File: src/rtl/core/aip_pkg.sv
// ---------------------------------------------------------------------------
// aip_pkg: shared types and constants of the ASCII integer parser
// Holds the parse phase encoding, field widths, character codes and the
// digit decoder for decimal and hexadecimal text.
// ---------------------------------------------------------------------------
`default_nettype none

package aip_pkg;

	// Field widths
	localparam int CH_W        = 8;
	localparam int VALUE_W     = 32;
	localparam int OFFSET_W    = 16;
	localparam int OUT_TDATA_W = VALUE_W + OFFSET_W;

	// Default saturation limit of the character position
	localparam longint unsigned MAX_OFFSET_DEF = 64'd65535;

	// Character codes
	localparam logic [CH_W-1:0] CH_SPACE = 8'h20;
	localparam logic [CH_W-1:0] CH_TAB   = 8'h09;
	localparam logic [CH_W-1:0] CH_ZERO  = 8'h30;
	localparam logic [CH_W-1:0] CH_NINE  = 8'h39;
	localparam logic [CH_W-1:0] CH_X_LO  = 8'h78;
	localparam logic [CH_W-1:0] CH_X_UP  = 8'h58;
	localparam logic [CH_W-1:0] CH_A_LO  = 8'h61;
	localparam logic [CH_W-1:0] CH_F_LO  = 8'h66;
	localparam logic [CH_W-1:0] CH_A_UP  = 8'h41;
	localparam logic [CH_W-1:0] CH_F_UP  = 8'h46;
	localparam logic [CH_W-1:0] HEX_LO_BIAS = 8'h57;  // 'a' - 10
	localparam logic [CH_W-1:0] HEX_UP_BIAS = 8'h37;  // 'A' - 10

	// Parse phase
	typedef enum logic [1:0] {
		PH_IDLE,
		PH_SPACE,
		PH_ZERO,
		PH_DIGIT
	} phase_t;

	// Decoded digit
	typedef struct packed {
		logic       valid;
		logic [3:0] val;
	} digit_t;

	// Decode one character as a digit of radix 10 or 16
	function automatic digit_t digit_of(input logic [CH_W-1:0] c, input logic hex);
		digit_t r;
		r.valid = 1'b0;
		r.val   = 4'd0;
		if (c inside {[CH_ZERO:CH_NINE]}) begin
			r.valid = 1'b1;
			r.val   = 4'(c - CH_ZERO);
		end else if (hex && (c inside {[CH_A_LO:CH_F_LO]})) begin
			r.valid = 1'b1;
			r.val   = 4'(c - HEX_LO_BIAS);
		end else if (hex && (c inside {[CH_A_UP:CH_F_UP]})) begin
			r.valid = 1'b1;
			r.val   = 4'(c - HEX_UP_BIAS);
		end
		return r;
	endfunction

endpackage

`default_nettype wire

File: src/rtl/core/ascii_integer_parser.sv
// The character ending the scan is held in the input register; its result is
// loaded into the result register once that register is free. Throughput: one
// character per cycle unless a held result stalls; the single-pass decode and
// the shift-add accumulate sit between the input and result registers.
// Reset (arst_n low, asynchronous): idle phase, accumulator and position
// cleared, decimal mode, both registers empty.
// ---------------------------------------------------------------------------
// ascii_integer_parser: streaming decimal/hex integer parser
// Skips blanks, leading zeros, a hex-mode x prefix (in decimal mode x rejects),
// then accumulates digits modulo 2^32 and reports value and stop offset.
// ---------------------------------------------------------------------------
`default_nettype none

module ascii_integer_parser
	import aip_pkg::*;
#(
	parameter longint unsigned MAX_OFFSET = MAX_OFFSET_DEF
) (
	input  wire                    clk,
	input  wire                    arst_n,
	// configuration
	input  wire                    cfg_we,
	input  wire                    cfg_wdata,     // hex_mode
	// character stream
	input  wire                    s_tvalid,
	output logic                   s_tready,
	input  wire  [CH_W-1:0]        s_tdata,       // [7:0] ch
	input  wire                    s_tuser,       // first
	// result stream
	output logic                   m_tvalid,
	input  wire                    m_tready,
	output logic [OUT_TDATA_W-1:0] m_tdata,       // [31:0] value, [47:32] stop_offset
	output logic                   m_tuser        // rejected
);

	localparam int POS_W = $clog2(MAX_OFFSET + 64'd1);
	localparam logic [POS_W-1:0] MAX_POS = MAX_OFFSET[POS_W-1:0];

	// Registers
	logic                valid_s1;
	logic [CH_W-1:0]     ch_s1;
	logic                first_s1;
	logic                hex_mode_q;
	phase_t              phase_q;
	logic [VALUE_W-1:0]  acc_q;
	logic [POS_W-1:0]    pos_q;
	logic                out_valid_q;
	logic [VALUE_W-1:0]  value_q;
	logic [OFFSET_W-1:0] offset_q;
	logic                rejected_q;

	// Combinational
	logic                can_load;
	logic                advance;
	phase_t              ph_eff;
	phase_t              phase_d;
	phase_t              digit_next;
	phase_t              zero_next;
	logic [VALUE_W-1:0]  acc_eff;
	logic [VALUE_W-1:0]  acc_d;
	logic [POS_W-1:0]    pos_eff;
	logic [POS_W-1:0]    pos_d;
	logic [POS_W+OFFSET_W-1:0] here_ext;
	logic                is_ws;
	logic                is_zero;
	logic                is_x;
	digit_t              dig;
	logic                step_zero;
	logic                step_digit;
	logic                emit_rej;
	logic                emit_val;

	// Handshake: process the held character when the result register is free
	assign can_load = !out_valid_q || m_tready;
	assign advance  = valid_s1 && can_load;
	assign s_tready = !valid_s1 || can_load;

	// Configuration register
	always_ff @(posedge clk or negedge arst_n) begin
		if (!arst_n) begin
			hex_mode_q <= 1'b0;
		end else if (cfg_we) begin
			hex_mode_q <= cfg_wdata;
		end
	end

	// Input register
	always_ff @(posedge clk or negedge arst_n) begin
		if (!arst_n) begin
			valid_s1 <= 1'b0;
		end else if (s_tready) begin
			valid_s1 <= s_tvalid;
		end
	end

	always_ff @(posedge clk) begin
		if (s_tready && s_tvalid) begin
			ch_s1    <= s_tdata;
			first_s1 <= s_tuser;
		end
	end

	// Character classes, with a new string restarting the scan
	always_comb begin
		ph_eff   = first_s1 ? PH_SPACE : phase_q;
		acc_eff  = first_s1 ? '0 : acc_q;
		pos_eff  = first_s1 ? '0 : pos_q;
		is_ws    = (ch_s1 == CH_SPACE) || (ch_s1 == CH_TAB);
		is_zero  = (ch_s1 == CH_ZERO);
		is_x     = (ch_s1 == CH_X_LO) || (ch_s1 == CH_X_UP);
		dig      = digit_of(ch_s1, hex_mode_q);
		here_ext = {{OFFSET_W{1'b0}}, pos_eff};
	end

	// Next phase
	always_comb begin
		digit_next = dig.valid ? PH_DIGIT : PH_IDLE;
		if (is_zero) begin
			zero_next = PH_ZERO;
		end else if (is_x) begin
			zero_next = hex_mode_q ? PH_DIGIT : PH_IDLE;
		end else begin
			zero_next = digit_next;
		end
		case (ph_eff)
			PH_IDLE:  phase_d = PH_IDLE;
			PH_SPACE: phase_d = is_ws ? PH_SPACE : zero_next;
			PH_ZERO:  phase_d = zero_next;
			PH_DIGIT: phase_d = digit_next;
			default:  phase_d = PH_IDLE;
		endcase
	end

	// Accumulate, advance position, decide on a result
	always_comb begin
		step_zero  = ((ph_eff == PH_SPACE) && !is_ws) || (ph_eff == PH_ZERO);
		step_digit = (step_zero && !is_zero && !is_x) || (ph_eff == PH_DIGIT);
		emit_rej   = step_zero && is_x && !hex_mode_q;
		emit_val   = step_digit && !dig.valid;
		acc_d      = acc_eff;
		if (step_digit && dig.valid) begin
			if (hex_mode_q) begin
				acc_d = (acc_eff << 4) + VALUE_W'(dig.val);
			end else begin
				acc_d = (acc_eff << 3) + (acc_eff << 1) + VALUE_W'(dig.val);
			end
		end
		pos_d = pos_eff;
		if ((ph_eff != PH_IDLE) && (pos_eff < MAX_POS)) begin
			pos_d = pos_eff + POS_W'(1);
		end
	end

	// Parse state
	always_ff @(posedge clk or negedge arst_n) begin
		if (!arst_n) begin
			phase_q <= PH_IDLE;
			acc_q   <= '0;
			pos_q   <= '0;
		end else if (advance) begin
			phase_q <= phase_d;
			acc_q   <= acc_d;
			pos_q   <= pos_d;
		end
	end

	// Result register
	always_ff @(posedge clk or negedge arst_n) begin
		if (!arst_n) begin
			out_valid_q <= 1'b0;
		end else if (can_load) begin
			out_valid_q <= advance && (emit_rej || emit_val);
		end
	end

	always_ff @(posedge clk) begin
		if (advance && (emit_rej || emit_val)) begin
			value_q    <= emit_rej ? '0 : acc_eff;
			offset_q   <= emit_rej ? '0 : here_ext[OFFSET_W-1:0];
			rejected_q <= emit_rej;
		end
	end

	assign m_tvalid = out_valid_q;
	assign m_tdata  = {offset_q, value_q};
	assign m_tuser  = rejected_q;

endmodule

`default_nettype wire

File: config.mk
export PLATFORM = sky130hd
export DESIGN_NAME = ascii_integer_parser
export DESIGN_NICKNAME = d
export VERILOG_FILES = /design/src/rtl/core/aip_pkg.sv /design/src/rtl/core/ascii_integer_parser.sv
export SDC_FILE = /design/constraint.sdc
export NUM_CORES = 1
export LEC_CHECK = 0
export BUFFER_PORTS_ARGS = -buffer_cell sky130_fd_sc_hd__buf_2
export CAP_MARGIN = 20
export CORE_ASPECT_RATIO = 0.8
export CORE_MARGIN = 8
export CORE_UTILIZATION = 44
export CTS_BUF_LIST = sky130_fd_sc_hd__clkbuf_4
export CTS_CLUSTER_DIAMETER = 60
export CTS_CLUSTER_SIZE = 24
export DETAILED_ROUTE_END_ITERATION = 8
export GPL_ROUTABILITY_DRIVEN = 1
export GPL_TIMING_DRIVEN = 1
export HOLD_SLACK_MARGIN = 0.02
export PLACE_DENSITY = 0.66
export SETUP_SLACK_MARGIN = 0.02
export SLEW_MARGIN = 25
export SYNTH_ARGS = -nofsm -noshare
export SYNTH_HDL_FRONTEND = slang
export SYNTH_SLANG_ARGS = --single-unit
File: constraint.sdc
create_clock -name clk -period 7.7 [get_ports clk]
set_clock_uncertainty 0.05 [all_clocks]
set_input_delay 1.54 -clock clk [delete_from_list [all_inputs] [get_ports clk]]
set_output_delay 1.54 -clock clk [all_outputs]
set_load 0.02 [all_outputs]
## Word level (Yosys, flattened, before mapping)

Cells that the tools add are included.

| storage, ports and cells | value |
|---|---|
| flip-flop bits (word level) | 111 |
| bits in latches | 0 |
| bits in writable memories | 0 |
| memory bits (read-only) | 0 |
| input port bits | 15 |
| word-level logic and storage cells | 80 |
| memories | 0 |

| operators by class | value |
|---|---|
| $add $sub $neg | 7 |
| multiply operators | 0 |
| divide/modulo/power cells | 0 |
| magnitude comparators | 7 |
| equal/unequal tests | 8 |
| shifts and indexed selects | 0 |
| mux-type cells | 15 |
| bitwise operators | 0 |
| reductions and logical operators | 32 |

Operators by type and width:

| operator | number |
|---|---|
| 32-bit 2-to-1 mux | 3 |
| 32-bit by 4-bit adder with 32-bit output | 2 |
| 32-bit adder | 1 |
| 16-bit 2-to-1 mux | 2 |
| 16-bit by 1-bit adder with 16-bit output (second input constant) | 1 |
| 8-bit by 6-bit equality test with 1-bit output (second input constant) | 2 |
| 8-bit by 7-bit equality test with 1-bit output (second input constant) | 2 |
| 8-bit by 7-bit greater-or-equal comparator with 1-bit output (second input constant) | 2 |
| 8-bit by 7-bit less-or-equal comparator with 1-bit output (second input constant) | 2 |
| 1-bit logical AND | 16 |
| 16-bit < comparator (second input constant) | 1 |
| 5-bit 2-to-1 mux | 3 |
| 2-bit 2-to-1 mux | 6 |
| 8-bit by 4-bit equality test with 1-bit output (second input constant) | 1 |
| 8-bit by 6-bit greater-or-equal comparator with 1-bit output (second input constant) | 1 |
| 8-bit by 6-bit less-or-equal comparator with 1-bit output (second input constant) | 1 |
| 2-bit one-hot mux with 4 select lines | 1 |
| 4-bit by 3-bit subtractor with 4-bit output (second input constant) | 2 |
| 1-bit zero test | 7 |
| 1-bit logical OR | 7 |
| 2-bit equality test (second input constant) | 2 |
| 4-bit by 1-bit subtractor with 4-bit output (second input constant) | 1 |
| 2-bit by 1-bit equality test with 1-bit output (second input constant) | 1 |
| 2-bit zero test | 1 |
| 2-bit nonzero test | 1 |

## Longest topological paths before layout

| logic depth | value |
|---|---|
| word-level depth | 11 |
| mapped depth | 18 |
| depth with buffers taken out | 18 |

## Worst setup path before layout

OpenSTA, ideal clock, no wires.

| timing path | value |
|---|---|
| path type | reg-to-reg |
| from | register ch_s1[0] |
| to | register acc_q[28] |
| setup time | 0.083 ns |
| arrival | 4.151 ns |
| required time | 7.567 ns |
| slack | 3.417 ns |
| cell stages (with the launch flop) | 19 |
| buffers on the path | 0 |
| cell sequence | edfxtp_1 -> inv_1 -> ha_1 -> nor3b_1 -> nor4_4 -> nor2b_1 -> o21ai_0 -> o21ai_0 -> ha_1 -> ha_1 -> fa_1 -> a21o_1 -> nand4_1 -> nand3_1 -> a2111oi_0 -> nor3_1 -> o211ai_1 -> mux2_2 -> o21ai_0 |

| between the ends | value |
|---|---|
| cells in the longest elaborated chain, start to end | 10 |

Ends and longest elaborated chain:

| element | RTL line | text |
|---|---|---|
| start, declared | ascii_integer_parser.sv:41 | `logic [CH_W-1:0] ch_s1;` |
| start signal, assigned | ascii_integer_parser.sv:98 | `ch_s1 <= s_tdata;` |
| parallel branches: the longest is 9 deep, another holds 32-bit by 4-bit adder with 32-bit output | - |  |
| 32-bit 2-to-1 mux (*) | ascii_integer_parser.sv:141 | `if (step_digit && dig.valid) begin` |
| end signal, assigned | ascii_integer_parser.sv:158 | `acc_q <= '0;` |
| end signal, assigned | ascii_integer_parser.sv:162 | `acc_q <= acc_d;` |
| end, declared | ascii_integer_parser.sv:45 | `logic [VALUE_W-1:0] acc_q;` |

Every way passes the cells marked *.
A chain may end at the register's enable or synchronous reset.

## Worst setup path in the final report

Same ends and word-level chain as after synthesis.

==> summary.md <==
The flow ran to the end, and the final reports show no timing, DRC or antenna violations. The largest total area in the synthesized netlist belongs to edfxtp_1. The root buffer selected by CTS is clkbuf_4. In the synthesized netlist, mux cells make up 1.825% of the area.

The post-detailed-routing wire length was 16860 um; the design internal power was 0.8075 mW. Hold repair after CTS inserted 0 buffers. For the pin with the worst max-slew slack, the measured transition is 0.9127 ns. The most instantiated flip-flop cell in the synthesis netlist was edfxtp_1. Clock tree synthesis found a total of 111 sinks. The clock slew seen by the registers of the worst setup and hold paths was 0.19 ns.

Entering global routing, the biggest net connects 54 pins. Setup violations remaining at the end of the flow were counted as 0. The required time of the critical path was 8.08 ns. In this run the power spent charging and discharging nets is 0.3778 mW. The tightest slew margin relative to the limit was 38.75%. During synthesis, Yosys emitted a total of 0 warnings. For this run, design rule violations remaining after detail routing come to 0. The number of flops mapped to enable cells by yosys was 58; the post-synth net total was 785. The post-detailed-placement half-perimeter wirelength came out at 12490 um.

The x dimension of the die was 157.6 um. After synthesis the netlist holds a flip-flop and latch count of 111. The part of the total power dissipated in sequential elements is 59.2%. Share of synthesized cell area in full adder, half adder and majority cells: 11.73%.

The kind of capture point of the worst setup path is a register. For the data arrival time of the critical path, the log shows 5.58 ns. The number of I/O port buffers is 65, and the count of antenna-violating nets left after detailed routing is 0. Maximum VDD drop: 0.07481 mV. STA classifies the critical path startpoint as a register. In the final timing run, aggregate negative setup slack is 0 ns. The routability congestion estimate from global placement was 0.8789. The fraction of power consumed by the clock network was 24.3%.

For this design the static power due to leakage is 3.475 nW. In the final design database the tool counted 835 nets. The logs give 2 for the number of buffers on the longest clock path and 6 for the length of the first detailed-routing pass in iterations. The number of slew-limit violations in the final report is 0.

The wire length of the first global-routing pass was 27660 um. The number of placement rows was 41; the top-level I/O count was 66. TritonCTS built the clock tree.

After Yosys synthesis, and, or, nand and nor cells account for 19.42% of the synthesized area. The run gives 0.4880 ns as the worst hold-check slack. For this run, asynchronously set or reset flops after synthesis account for 47.75%.

The post-synthesis compound-gate area fraction came out at 16.32%. The via count of the first global-routing pass was 5436; the number of cells produced by synthesis was 705. In the layout the commonest cells are 65 x buf_2, 63 x ha_1, 58 x edfxtp_1. The path type of the worst min-delay path is reg2reg.

The largest family of logic cells by synthesized area was simple AND/OR/NAND/NOR gates. The core region is 15750 um^2. The tools report the total standard cell area after synthesis as 7062 um^2.

The die boundary height was 129.3 um; the fmax was 0.1925 GHz. For this block, the initial DRC count from the detailed router was 389. For the worst-skew pair, the clock arrives at the later sink with an insertion delay of 0.51 ns. After synthesis, the netlist uses 61 different library cells. Net switching is 31.87% of the power. Averaged over all synthesized cells, the footprint is 10.02 um^2. Die outline area: 20380 um^2. The leftover overflow at the end of global routing was 0. The run gives 43.44% as the post-synthesis sequential area ratio.

For the number of antenna violations at the first check in global routing, the log shows 1. Worst setup path category: reg2reg. Fraction of synthesized cell area taken by the top area cell type: 24.66%. The number of setup buffers added after CTS was 0; the maximum net fanout on the critical path was 6. In the final layout, the share of cells above drive strength 1 is 13.68%. In the global route stage, overall resource usage came out at 17.09%. For the effective utilization at floorplan, the log shows 44.84%. Setup repair after global routing left no endpoint under its margin.

Subtracting the final worst setup slack from the clock period gives 5.196 ns. The post-synthesis xor/xnor area fraction was 4.465%. In this run the power density over the cells is 153.4 nW/um^2. Combinational logic burns 16.5% of the power.

The most frequent standard cell in the layout excluding fill and tap cells was buf_2. The number of levels the H-tree was split into was 3. Compared with the post-synthesis result, the final layout area differs by 9.444%. The number of endpoints with negative hold slack in the final report was 0.

Yosys attributes the largest share of cell area to edfxtp_1 25%, dfrtp_1 19%, ha_1 11%. The count of max-cap constraint violations is 0, and the final worst-path cycle share is 67.48%. After detailed routing, the average wire length per cell comes to 17.27 um. Counting the buffers created by CTS gives 9.

The via count is 5475, and the mean number of vias per cell is 5.610. The run gives 0 as the quantity of gates resized following cts.
==> final cells by class <==
cell class	instances	area, um^2
antenna	1	2.502
clock buffer	9	67.56
clock inverter	7	65.06
fill	1434	8020
inverter	19	72.57
multi-input combinational	542	3806
sequential	111	3068
tap	215	269.0
timing repair buffer	72	377.9
==> sequential cells by signal, summed over array words and instances, names as in the netlist <==
signal	flops
acc_q	32
value_q	32
offset_q	16
pos_q	16
ch_s1	8
phase_q	2
first_s1	1
hex_mode_q	1
m_tuser	1
m_tvalid	1
valid_s1	1
==> path summary, 6_finish.rpt <==
| check | slack [ns] | end | start | cells after the start |
|---|---|---|---|---|
| setup / recovery | 2.50 | acc_q[28] | ch_s1[0] | 18 |
| hold / removal | 0.49 | acc_q[0] | acc_q[0] | 2 |
| setup reg to reg | 2.50 | acc_q[28] | ch_s1[0] | 18 |
| hold reg to reg | 0.49 | acc_q[0] | acc_q[0] | 2 |
| max in group asynchronous | 6.02 | acc_q[17] | arst_n | 2 |
| min in group asynchronous | 1.10 | acc_q[6] | arst_n | 2 |
==> per-layer routing <==
layer	GRT usage (%)	share of wire, %	vias to the layer above
met3	3.062	5.6	43
met2	27.57	46	165
li1	-	-	2676
met4	7.486	2.8	0
met1	22.20	45	2591
met5	0	0	-
==> stage by stage <==
step	utilization (%)	power (mW)	cells	worst slack, ns	cell area [um^2]
floorplan	-	0.8391	705	3.417	7062
global placement	48.20	0.9050	959	2.596	7591
detailed placement	48.21	0.9127	959	2.636	7592
CTS	49.05	1.200	975	2.579	7725
global route	49.07	1.244	976	2.145	7729
finish	49.07	1.185	976	2.504	7729
==> power by group through the flow <==
stage               clock (mW)  sequential (mW)  combinational [mW]
finish                   0.288            0.702               0.196
global route             0.320            0.708               0.215
CTS                      0.299            0.702               0.199
detailed placement           0            0.714               0.198
global placement             0            0.712               0.193
floorplan                    0            0.747              0.0926
==> critical path, cell delays in order, from the launching register on <==
cell and delay (ns):
edfxtp_1 0.48, inv_1 0.15, ha_1 0.20, nor3b_1 0.45, nor4_4 0.10, nor2b_1 0.15, o21ai_0 0.13, o21ai_0 0.14
ha_1 0.30, ha_1 0.25, fa_1 0.42, a21o_1 0.21, nand4_1 0.09, nand3_1 0.18, a2111oi_1 0.85, nor3_1 0.23
o211ai_1 0.25, mux2_2 0.35, o21ai_0 0.14
==> cell usage after synthesis, drive strengths merged, types with 13 or more instances <==
cell    number
nand2       54
clkbuf      29
xnor2       16
edfxtp      58
a22o        14
xor2        20
ha          63
a21o        16
dfrtp       53
and2        49
nand3       16
nor2        34
a21oi       41
inv         19
nor2b       33
o21ai       51
nor3        13
==> cell families (layout without fill, tap and decap cells) <==
logic type	count (synthesis)	in the layout
buffers and inverters	52	107
AOI/OAI and AO/OA	178	178
DFF	111	111
adders and majority gates	65	65
and+or+nand+nor	251	251
xor gates and xnor gates	36	36
muxes	12	12
other	0	1
Power figures use the tool's default switching activity.
